===== src/design/i2p_pkg.sv =====
// Shared types, character codes and precedence function for the infix to
// postfix converter. No dependencies.
package i2p_pkg;

  localparam int STACK_DEPTH = 32;
  localparam int AW = $clog2(STACK_DEPTH);
  localparam int CW = $clog2(STACK_DEPTH + 1);

  localparam logic [7:0] CH_POW   = 8'h5E;
  localparam logic [7:0] CH_MUL   = 8'h2A;
  localparam logic [7:0] CH_DIV   = 8'h2F;
  localparam logic [7:0] CH_ADD   = 8'h2B;
  localparam logic [7:0] CH_SUB   = 8'h2D;
  localparam logic [7:0] CH_OPEN  = 8'h28;
  localparam logic [7:0] CH_CLOSE = 8'h29;

  localparam logic [1:0] ERR_NONE      = 2'd0;
  localparam logic [1:0] ERR_OVERFLOW  = 2'd1;
  localparam logic [1:0] ERR_UNMATCHED = 2'd2;

  typedef struct packed {
    logic [7:0] in_char;
    logic       end_of_expression;
  } infix_word_t;

  typedef struct packed {
    logic [7:0] out_char;
    logic       char_present;
    logic       last;
    logic [1:0] error;
  } postfix_word_t;

  typedef enum logic {
    ST_IDLE,
    ST_WORK
  } state_t;

  typedef enum logic [2:0] {
    SEL_TOP,
    SEL_CHAR,
    SEL_EMPTY_END,
    SEL_OVERFLOW,
    SEL_UNMATCHED
  } emit_sel_t;

  typedef struct packed {
    logic      load;
    logic      push;
    logic      pop;
    logic      emit;
    emit_sel_t sel;
    logic      last;
  } cmd_t;

  typedef struct packed {
    logic is_eoe;
    logic is_operand;
    logic is_close;
    logic is_op;
    logic empty;
    logic full;
    logic one_left;
    logic paren_none;
    logic top_is_open;
    logic top_ge;
    logic out_free;
  } status_t;

  // 0 for operands and parentheses
  function automatic logic [1:0] prec_of(input logic [7:0] c);
    logic [1:0] p;
    case (c)
      CH_POW:          p = 2'd3;
      CH_MUL, CH_DIV:  p = 2'd2;
      CH_ADD, CH_SUB:  p = 2'd1;
      default:         p = 2'd0;
    endcase
    return p;
  endfunction

endpackage


===== src/design/infix_to_postfix_converter.sv =====
// Top level of the shunting-yard infix to postfix converter.
// Depends on i2p_pkg, i2p_ctrl and i2p_dp.
//
//   channel  ports                                    word type
//   infix    infix_valid, infix_stall, infix_word     infix_word_t
//   postfix  postfix_valid, postfix_stall, postfix_word  postfix_word_t
//
// One word is taken, then worked on from the next cycle: operands and errors
// are emitted, operators pushed and an end marker pops every stacked entry.
// Pops go one a cycle while the output is not stalled, set by the single stack
// read port and the one-word output register. Reset empties the stack and drops
// postfix_valid. A stalled output holds the controller in its work state while
// a word waits to go out; infix_stall stays high until the word is done.
module infix_to_postfix_converter (
  input  logic                   clk,
  input  logic                   rst,
  input  logic                   infix_valid,
  output logic                   infix_stall,
  input  i2p_pkg::infix_word_t   infix_word,
  output logic                   postfix_valid,
  input  logic                   postfix_stall,
  output i2p_pkg::postfix_word_t postfix_word
);

  i2p_pkg::cmd_t    cmd;
  i2p_pkg::status_t st;
  logic             busy;

  assign infix_stall = busy;

  i2p_ctrl u_ctrl (
    .clk         (clk),
    .rst         (rst),
    .infix_valid (infix_valid),
    .st          (st),
    .cmd         (cmd),
    .busy        (busy)
  );

  i2p_dp u_dp (
    .clk           (clk),
    .rst           (rst),
    .infix_word    (infix_word),
    .cmd           (cmd),
    .postfix_stall (postfix_stall),
    .st            (st),
    .postfix_valid (postfix_valid),
    .postfix_word  (postfix_word)
  );

endmodule


===== src/design/i2p_ctrl.sv =====
// Controller state machine for the infix to postfix converter.
// Depends on i2p_pkg.
module i2p_ctrl (
  input  logic             clk,
  input  logic             rst,
  input  logic             infix_valid,
  input  i2p_pkg::status_t st,
  output i2p_pkg::cmd_t    cmd,
  output logic             busy
);

  i2p_pkg::state_t state;
  i2p_pkg::state_t state_next;
  logic            finish;

  always_ff @(posedge clk) begin
    if (rst) begin
      state <= i2p_pkg::ST_IDLE;
    end else begin
      state <= state_next;
    end
  end

  always_comb begin
    case (state)
      i2p_pkg::ST_IDLE: state_next = infix_valid ? i2p_pkg::ST_WORK : i2p_pkg::ST_IDLE;
      i2p_pkg::ST_WORK: state_next = finish ? i2p_pkg::ST_IDLE : i2p_pkg::ST_WORK;
      default:          state_next = i2p_pkg::ST_IDLE;
    endcase
  end

  always_comb begin
    cmd    = '0;
    cmd.sel = i2p_pkg::SEL_TOP;
    finish = 1'b0;
    busy   = 1'b1;
    case (state)
      i2p_pkg::ST_IDLE: begin
        busy     = 1'b0;
        cmd.load = infix_valid;
      end
      i2p_pkg::ST_WORK: begin
        if (st.is_eoe) begin
          if (st.empty) begin
            cmd.emit = st.out_free;
            cmd.sel  = i2p_pkg::SEL_EMPTY_END;
            cmd.last = 1'b1;
            finish   = st.out_free;
          end else begin
            cmd.emit = st.out_free;
            cmd.pop  = st.out_free;
            cmd.sel  = i2p_pkg::SEL_TOP;
            cmd.last = st.one_left;
            finish   = st.out_free && st.one_left;
          end
        end else if (st.is_operand) begin
          cmd.emit = st.out_free;
          cmd.sel  = i2p_pkg::SEL_CHAR;
          finish   = st.out_free;
        end else if (st.is_close) begin
          if (st.paren_none) begin
            cmd.emit = st.out_free;
            cmd.sel  = i2p_pkg::SEL_UNMATCHED;
            finish   = st.out_free;
          end else if (st.top_is_open) begin
            cmd.pop = 1'b1;
            finish  = 1'b1;
          end else begin
            cmd.emit = st.out_free;
            cmd.pop  = st.out_free;
            cmd.sel  = i2p_pkg::SEL_TOP;
          end
        end else if (st.is_op && !st.empty && st.top_ge) begin
          cmd.emit = st.out_free;
          cmd.pop  = st.out_free;
          cmd.sel  = i2p_pkg::SEL_TOP;
        end else if (st.full) begin
          cmd.emit = st.out_free;
          cmd.sel  = i2p_pkg::SEL_OVERFLOW;
          finish   = st.out_free;
        end else begin
          cmd.push = 1'b1;
          finish   = 1'b1;
        end
      end
      default: begin
        busy = 1'b1;
      end
    endcase
  end

endmodule


===== src/design/i2p_dp.sv =====
// Datapath: input word register, operator stack, counters and output register.
// Depends on i2p_pkg.
module i2p_dp (
  input  logic                   clk,
  input  logic                   rst,
  input  i2p_pkg::infix_word_t   infix_word,
  input  i2p_pkg::cmd_t          cmd,
  input  logic                   postfix_stall,
  output i2p_pkg::status_t       st,
  output logic                   postfix_valid,
  output i2p_pkg::postfix_word_t postfix_word
);

  logic [7:0]                 cur_char;
  logic                       cur_eoe;
  logic [7:0]                 stack_regs [i2p_pkg::STACK_DEPTH];
  logic [i2p_pkg::CW-1:0]     count;
  logic [i2p_pkg::CW-1:0]     paren_count;
  logic [i2p_pkg::CW-1:0]     top_pos;
  logic [7:0]                 top_char;
  logic [1:0]                 cur_prec;
  logic                       cur_open;
  i2p_pkg::postfix_word_t     word_next;

  assign top_pos  = count - i2p_pkg::CW'(1);
  assign top_char = stack_regs[top_pos[i2p_pkg::AW-1:0]];
  assign cur_prec = i2p_pkg::prec_of(cur_char);
  assign cur_open = (cur_char == i2p_pkg::CH_OPEN);

  always_comb begin
    st.is_eoe      = cur_eoe;
    st.is_close    = (cur_char == i2p_pkg::CH_CLOSE);
    st.is_op       = (cur_prec != 2'd0);
    st.is_operand  = !st.is_op && !cur_open && !st.is_close;
    st.empty       = (count == '0);
    st.full        = (count == i2p_pkg::CW'(i2p_pkg::STACK_DEPTH));
    st.one_left    = (count == i2p_pkg::CW'(1));
    st.paren_none  = (paren_count == '0);
    st.top_is_open = (top_char == i2p_pkg::CH_OPEN);
    st.top_ge      = (i2p_pkg::prec_of(top_char) >= cur_prec);
    st.out_free    = !postfix_valid || !postfix_stall;
  end

  always_ff @(posedge clk) begin
    if (cmd.load) begin
      cur_char <= infix_word.in_char;
      cur_eoe  <= infix_word.end_of_expression;
    end
    if (cmd.push) begin
      stack_regs[count[i2p_pkg::AW-1:0]] <= cur_char;
    end
  end

  always_ff @(posedge clk) begin
    if (rst) begin
      count       <= '0;
      paren_count <= '0;
    end else if (cmd.push) begin
      count <= count + i2p_pkg::CW'(1);
      if (cur_open) begin
        paren_count <= paren_count + i2p_pkg::CW'(1);
      end
    end else if (cmd.pop) begin
      count <= top_pos;
      if (st.top_is_open) begin
        paren_count <= paren_count - i2p_pkg::CW'(1);
      end
    end
  end

  always_comb begin
    word_next.last = cmd.last;
    case (cmd.sel)
      i2p_pkg::SEL_TOP: begin
        word_next.out_char     = top_char;
        word_next.char_present = 1'b1;
        word_next.error        = i2p_pkg::ERR_NONE;
      end
      i2p_pkg::SEL_CHAR: begin
        word_next.out_char     = cur_char;
        word_next.char_present = 1'b1;
        word_next.error        = i2p_pkg::ERR_NONE;
      end
      i2p_pkg::SEL_OVERFLOW: begin
        word_next.out_char     = 8'd0;
        word_next.char_present = 1'b0;
        word_next.error        = i2p_pkg::ERR_OVERFLOW;
      end
      i2p_pkg::SEL_UNMATCHED: begin
        word_next.out_char     = 8'd0;
        word_next.char_present = 1'b0;
        word_next.error        = i2p_pkg::ERR_UNMATCHED;
      end
      default: begin
        word_next.out_char     = 8'd0;
        word_next.char_present = 1'b0;
        word_next.error        = i2p_pkg::ERR_NONE;
      end
    endcase
  end

  always_ff @(posedge clk) begin
    if (rst) begin
      postfix_valid <= 1'b0;
    end else if (cmd.emit) begin
      postfix_valid <= 1'b1;
    end else if (!postfix_stall) begin
      postfix_valid <= 1'b0;
    end
    if (cmd.emit) begin
      postfix_word <= word_next;
    end
  end

endmodule

===== config.mk =====
export PLATFORM = sky130hd
export DESIGN_NAME = infix_to_postfix_converter
export DESIGN_NICKNAME = d
export VERILOG_FILES = /design/src/design/i2p_pkg.sv /design/src/design/infix_to_postfix_converter.sv /design/src/design/i2p_ctrl.sv /design/src/design/i2p_dp.sv
export SDC_FILE = /design/constraint.sdc
export NUM_CORES = 1
export LEC_CHECK = 0
export BUFFER_PORTS_ARGS = -buffer_cell sky130_fd_sc_hd__buf_4
export CAP_MARGIN = 25
export CORE_UTILIZATION = 56
export DETAILED_ROUTE_END_ITERATION = 16
export PLACE_DENSITY = 0.84
export SLEW_MARGIN = 40
export SYNTH_ARGS = -nofsm -noshare
export SYNTH_HDL_FRONTEND = slang
export SYNTH_SLANG_ARGS = --single-unit

===== constraint.sdc =====
create_clock -name clk -period 6.4 [get_ports clk]
set_input_delay 0.96 -clock clk [delete_from_list [all_inputs] [get_ports clk]]
set_output_delay 0.96 -clock clk [all_outputs]
set_load 0.02 [all_outputs]

# --- Word-level counts from Yosys, hierarchy flattened ---
# Memory sizes are Yosys's and may differ from the RTL's.
# Cells that the tools add are included.
classes:
  n_addsub: 4
  multipliers: 0
  n_div: 0
  n_lt_le_gt_ge: 1
  n_eq_ne: 20
  shifts: 0
  n_mux: 47
  bitwise: 1
  reduce_logical: 24
ops:
  columns: ["op", "count"]
  rows:
  - ["$eq 8x6->1 const B", 11]
  - ["$mux 6", 6]
  - ["$mux 1", 26]
  - ["$mux 4", 5]
  - ["$pmux 9 s2", 1]
  - ["$eq 8x7->1 const B", 2]
  - ["$add 6x1->6 const B", 2]
  - ["$logic_not 6->1", 2]
  - ["$pmux 2 s3", 2]
  - ["$sub 6x1->6 const B", 2]
  - ["$mux 5", 2]
  - ["$reduce_or 2->1", 4]
  - ["$mux 7", 1]
  - ["$eq 6x1->1 const B", 1]
  - ["$eq 6x6->1 const B", 1]
  - ["$logic_not 1->1", 6]
  - ["$reduce_bool 2->1", 3]
  - ["$logic_and 1x1->1", 5]
  - ["$ne 2x1->1 const B", 2]
  - ["$pmux 2 s2", 1]
  - ["$eq 3x1->1 const B", 1]
  - ["$eq 3x2->1 const B", 1]
  - ["$eq 3x3->1 const B", 1]
  - ["$logic_not 3->1", 1]
  - ["8 further kinds", 8]
word_totals:
  ff_bits: 35
  latchBits: 0
  ramBits: 256
  romBits: 0
  word_cells: 108
  n_memories: 1
mem_list:
  columns: ["memory", "depth", "width", "read_ports", "rd_clocked_by_memory_dff", "wr", "line", "source"]
  rows:
  - ["u_dp.stack_regs", 32, 8, 1, 0, 1, "i2p_dp.sv:16", "logic [7:0] stack_regs [i2p_pkg::STACK_DEPTH];"]

# --- Longest topological paths before layout ---
# An unclocked memory read counts as a cell.
depth:
  depth_word: 14
  depth_mapped: 32
  ltp_nobuf: 26

# --- By module ---
# Synthesis repeated with hierarchy kept, for this count alone.
unflattened:
  hier_cells: 761
  hier_area_um2: 12525.8
by_module_without_submodules:
  columns: ["mod", "instances", "cells_each", "area_each_um2", "seq_area_each_um2"]
  rows:
  - ["i2p_dp", 1, 725, 12264.3, 8578.2]
  - ["i2p_ctrl", 1, 36, 261.5, 20.0]

# --- Least setup slack after synthesis ---
# Ideal clock, no wire load.
synth_path:
  kind: "register to register"
  from: "register u_dp.count[0] (netlist bit)"
  to: "register u_dp.paren_count[5] (netlist bit)"
  arrival_time_ns: 5.996
  required_time_ns: 6.271
  setup_slack_ns: 0.275
  path_stages_with_launch: 32
  path_buffers: 6
  period_less_slack_ns: 6.125
  cell_sequence: "dfxtp_1 buf_6 buf_4 buf_6 inv_1 ha_1 buf_4 buf_2 buf_2 mux4_2 mux2i_1 a2111o_1 nor4b_1 nand4_1 a21boi_0 ha_1 nand2b_1 a21o_1 nand3_1 o21ai_1 nor4_4 inv_1 ha_1 a21o_1 a21oi_1 nor2b_1 o21ai_0 nand2_1 and3_1 a41oi_1 xor2_1 nor2_1"
synth_via:
  elab_chain_len: 14
  word_cells_on_any_way: 34
  classes_between: "1 x add/sub; 1 x order compare; 8 x eq/ne; 14 x mux; 9 x reduce/logical; 1 x memory"
synth_lines:
  columns: ["item", "line", "source"]
  rows:
  - ["start, declared", "i2p_dp.sv:17", "logic [i2p_pkg::CW-1:0] count;"]
  - ["start signal, assigned", "i2p_dp.sv:59", "count <= count + i2p_pkg::CW'(1);"]
  - ["start signal, assigned", "i2p_dp.sv:64", "count <= top_pos;"]
  - ["$sub 6x1->6", "i2p_dp.sv:25", "assign top_pos = count - i2p_pkg::CW'(1);"]
  - ["$mem_v2 32x8", null, null]
  - ["$eq 8x6->1", "i2p_pkg.sv:72", "case (c)"]
  - ["$reduce_or 2->1", "i2p_pkg.sv:72", null]
  - ["$pmux 2 s3", "i2p_pkg.sv:72", null]
  - ["$ge 2x2->1", "i2p_dp.sv:40", "st.top_ge = (i2p_pkg::prec_of(top_char) >= cur_prec);"]
  - ["$logic_and 1x1->1", "i2p_ctrl.sv:73", "end else if (st.is_op && !st.empty && st.top_ge) begin"]
  - ["$mux 1", "i2p_ctrl.sv:73", null]
  - ["$mux 1 / $mux 5 (equally long branches)", "i2p_ctrl.sv:60", "end else if (st.is_close) begin"]
  - ["$mux 2", "i2p_ctrl.sv:56", "end else if (st.is_operand) begin"]
  - ["$mux 1 / $mux 5 (equally long branches)", "i2p_ctrl.sv:43", "if (st.is_eoe) begin"]
  - ["$mux 7", "i2p_ctrl.sv:37", "case (state)"]
  - ["$ne 2x1->1 (no source line) / $reduce_bool 2->1 (equally long branches)", null, null]
  - ["$reduce_and 3->1 (no source line)", null, null]
  - ["end signal, assigned", "i2p_dp.sv:61", "paren_count <= paren_count + i2p_pkg::CW'(1);"]
  - ["end signal, assigned", "i2p_dp.sv:66", "paren_count <= paren_count - i2p_pkg::CW'(1);"]
  - ["end, declared", "i2p_dp.sv:18", "logic [i2p_pkg::CW-1:0] paren_count;"]
# Several ways; a longest one is shown, not always the timed one.
# A chain may end at the register's enable or synchronous reset.

# --- Worst setup path after layout ---
layout_path:
  from: "register u_dp.count[1] (netlist bit)"
  to: "register u_dp.paren_count[5] (netlist bit)"
# The elaborated chain is that of the path after synthesis.

==> flow_summary.rst <==
.. list-table::
   :header-rows: 1

   * - Metric
     - Value
   * - Run status
     - finished clean
   * - Maximum number of pins on one net before global-route repair
     - 48
   * - Part of the Yosys area used for sequential elements
     - 0.697
   * - Mean instance size in the synthesized netlist
     - 17.6 um^2
   * - Detailed-placement wirelength estimate
     - 16,000 um
   * - Cell depth of the worst hold path
     - 2
   * - Gate family responsible for the most delay along the worst path
     - compound AO/OA/AOI/OAI gates
   * - Share of flip-flops with an asynchronous set or reset
     - 0
   * - Number of instances in the synthesized netlist
     - 699
   * - Multiplexer share of the synthesized area
     - 0.143
   * - Worst Skew
     - 0.0107 ns
   * - Number of antenna repair diodes
     - 0
   * - Launch point of the worst reg-to-reg path
     - u_dp.count[1]
   * - Worst IR drop on VDD
     - 0.000208 V
   * - Type of destination of the critical path
     - flop
   * - Drt drc
     - 0
   * - Horizontal extent of the die
     - 150 um
   * - Maximum fanout count along the critical path
     - 24
   * - Total nets after synthesis
     - 724
   * - Num CTS Buffers
     - 28
   * - Main combinational cell family by area after synthesis
     - multiplexers
   * - Post-synth top flop
     - edfxtp_1
   * - Area share of xor/xnor cells in the synthesized design
     - 0.00771
   * - Aggregate global-route resource usage
     - 0.236
   * - Vias in the first global route
     - 6,600
   * - FP Rows
     - 53
   * - Lkg Pwr
     - 4.41 nW
   * - # IOs
     - 27
   * - GPL Wtd Cong
     - 1.04
   * - Drt wl/cell
     - 25.0 um
   * - Antenna violations before repair
     - 0
   * - Worst setup slack for register-to-register paths
     - 0.45 ns
   * - Number of buffers and inverters on the critical path
     - 3
   * - Area share of the leading cell type in the synthesized netlist
     - 0.675
   * - Detailed Route Iter0 Violations
     - 826
   * - Simple logic cell fraction of the synthesized area
     - 0.0653
   * - Die height
     - 150 um
   * - Starting utilization of the core area
     - 0.579
   * - Unrepaired setup endpoints after global routing
     - false
   * - Root buffer selected by CTS
     - clkbuf_16
   * - Classification of the worst setup path
     - flop to flop
   * - Hold worst-path end
     - u_dp.paren_count[5]
   * - Largest stage delay, worst path
     - 0.44 ns
   * - Startpoint of the most critical hold path
     - u_dp.paren_count[5]
   * - Area of the die
     - 22,600 um^2
   * - Worst Reg-to-Reg Cells
     - 27
   * - Layout cell share with drive strength beyond 1
     - 0.231
   * - Dominant cells by area after synthesis
     - edfxtp_1 (67%), mux4_2 (11%), dfxtp_1 (2.3%)
   * - Commonest cells after routing, fill and taps aside
     - edfxtp_1 (277), mux4_2 (61), nor2_1 (55)
   * - Fin. Hold Viols
     - 0
   * - Largest area contributor in the netlist
     - edfxtp_1
   * - DRT Pass-1 Iters
     - 7
   * - CTS H-tree depth
     - 1
   * - Grt total ovfl
     - 0
   * - Required time at the endpoint of the critical path
     - 6.83 ns
   * - Global-route wire length before repair
     - 38,600 um
   * - Remaining antenna violation count after routing
     - 0
   * - Number of library cell types mapped by synthesis
     - 68
   * - Pwr dens
     - 271 nW/um^2
   * - CTS tree
     - done
   * - Worst-Margin Slew
     - 0.822 ns
   * - Synth Register Bits
     - 291
   * - Synth Area in Adders
     - 0.0128
   * - Area of the core
     - 21,300 um^2
   * - R2r endpoint
     - u_dp.paren_count[5]
   * - Worst-path cell with the longest stage delay
     - dfxtp_2
   * - Count of nets after finishing
     - 770
   * - Count of input and output buffers
     - 26
   * - Total number of clock tree sinks
     - 291
   * - Arrival time at the worst endpoint
     - 6.38 ns
   * - Slew HR
     - 0.450
   * - Final worst path period share
     - 0.929
   * - Clock latency at the later pin of the worst-skew pair
     - 0.55 ns
   * - Post-synthesis compound-gate area fraction
     - 0.0545
   * - Number of cells on the critical path
     - 27
   * - Number of filler instances in the final layout
     - 1,357
   * - DR vias
     - 6,712
   * - Final-layout setup total negative slack
     - 0 ns
   * - Class of the tightest hold or removal check
     - flop to flop
   * - Max Clk Rate
     - 168 MHz
   * - Layout overhead on the synthesized area
     - 11.4%
   * - Total wirelength of the detailed-routed design
     - 26,000 um
   * - Final Max Slew Viols
     - 0
   * - Syn Std Cell Area
     - 12,300 um^2
   * - Synth warn
     - 0
   * - Placed insts
     - 987
   * - Maximum root-to-sink buffer count
     - 3
   * - Non-filler cells in the finished layout
     - 1,042
   * - Post-DR vias/cell
     - 6.44
   * - Number of synthesized flops with an enable pin
     - 277
   * - Final setup violating endpoints
     - 0
   * - Leading cell type in the layout, fill and taps excluded
     - edfxtp_1
   * - Post-layout minimum cycle time
     - 5.95 ns
   * - Maximum Capacitance Violations
     - 0
   * - Clock edge transition at the registers on the reported setup and hold paths
     - 0.06 ns
   * - Critical path launch point type
     - flop
Yosys cell counts (7+ instances only):
cell and instances:
nor2b_1 12, buf_6 7, buf_2 8, buf_4 7
ha_1 11, mux2_1 9, nand2b_1 8, inv_1 10
nand3_1 12, mux2i_1 17, a2111o_1 7, a31oi_1 7
o21ai_0 13, mux4_2 61, nand2_1 33, nor2_1 57
dfxtp_1 14, edfxtp_1 277, mux2_2 10, a21oi_1 24
per-layer routing:
layer,track usage,up-vias,wire (um)
li1,-,2904,-
met1,0.321,3335,9740
met2,0.380,400,12700
met3,0.0524,73,2660
met4,0.0808,0,930
met5,0,-,0
worst max-delay path by stage:
stage,from,to
finish,u_dp.count[1],u_dp.paren_count[5]
CTS,u_dp.count[1],u_dp.paren_count[5]
floorplan,u_dp.count[0],u_dp.paren_count[5]
global placement,u_dp.count[1],u_dp.paren_count[5]
detailed placement,u_dp.count[1],u_dp.paren_count[5]
global route,u_dp.count[1],u_dp.paren_count[5]
timing repair:
action | CTS | global route
setup endpoints to repair | 0 | 34
endpoints found under the hold margin | 0 | 0
hold buffers | 0 | 0
gates resized for setup | 0 | 2
buffers inserted | 0 | 3
worst reg2reg max path: cells and delay by family, from the launching register on:
kind | cells | cell delay (ns)
AOI/OAI and AO/OA | 9 | 1.72
and+or+nand+nor | 9 | 1.16
adders and majority gates | 3 | 0.97
muxes | 2 | 0.74
buffers and inverters | 3 | 0.64
DFF | 1 | 0.44
xor gates and xnor gates | 1 | 0.16
registers in the layout, indices dropped and copies added, names as in the netlist:
signal / count
u_ctrl.state: 1
u_dp.count: 6
u_dp.cur_char: 8
u_dp.cur_eoe: 1
u_dp.paren_count: 6
u_dp.postfix_valid: 1
u_dp.postfix_word: 12
u_dp.stack_regs: 256
kinds of logic after synthesis:
group,Yosys count
XOR/XNOR,10
flip-flops,291
buffers and inverters,41
AO/OA/AOI/OAI,89
multiplexers,97
AND/OR/NAND/NOR,159
adder cells (fa/ha/maj),12
metrics by stage:
step / setup slack (ns) / instance area, um^2 / util / total power, mW / hold slack [ns]
6_report: 0.452 / 13700 / 0.645 / 3.72 / 0.522
5_1_grt: 0.0249 / 13700 / 0.645 / 3.81 / 0.574
4_1_cts: 0.239 / 13700 / 0.643 / 3.73 / 0.520
3_5_place_dp: 0.282 / 12800 / 0.603 / 2.24 / 0.506
3_3_place_gp: 0.392 / 12800 / 0.603 / 2.23 / 0.520
2_1_floorplan: 0.275 / 12300 / - / 2.20 / 0.481
report_power, final:
part           leakage (nW)  internal, mW  total, mW  switching (mW)
sequential             2.61          2.10       2.10         0.00846
combinational          1.39        0.0303     0.0979          0.0676
clock                 0.407         0.851       1.52           0.670
layout make-up:
type / instances / area (um^2) / share of cell area
Tap cell: 275 / 344 / 0.0251
Sequential cell: 291 / 8600 / 0.627
Inverter: 10 / 37.5 / 0.00273
Multi-Input combinational cell: 367 / 3520 / 0.257
Clock buffer: 39 / 742 / 0.0540
Clock inverter: 13 / 101 / 0.00738
Timing Repair Buffer: 47 / 378 / 0.0275
Power figures use the tool's default switching activity.
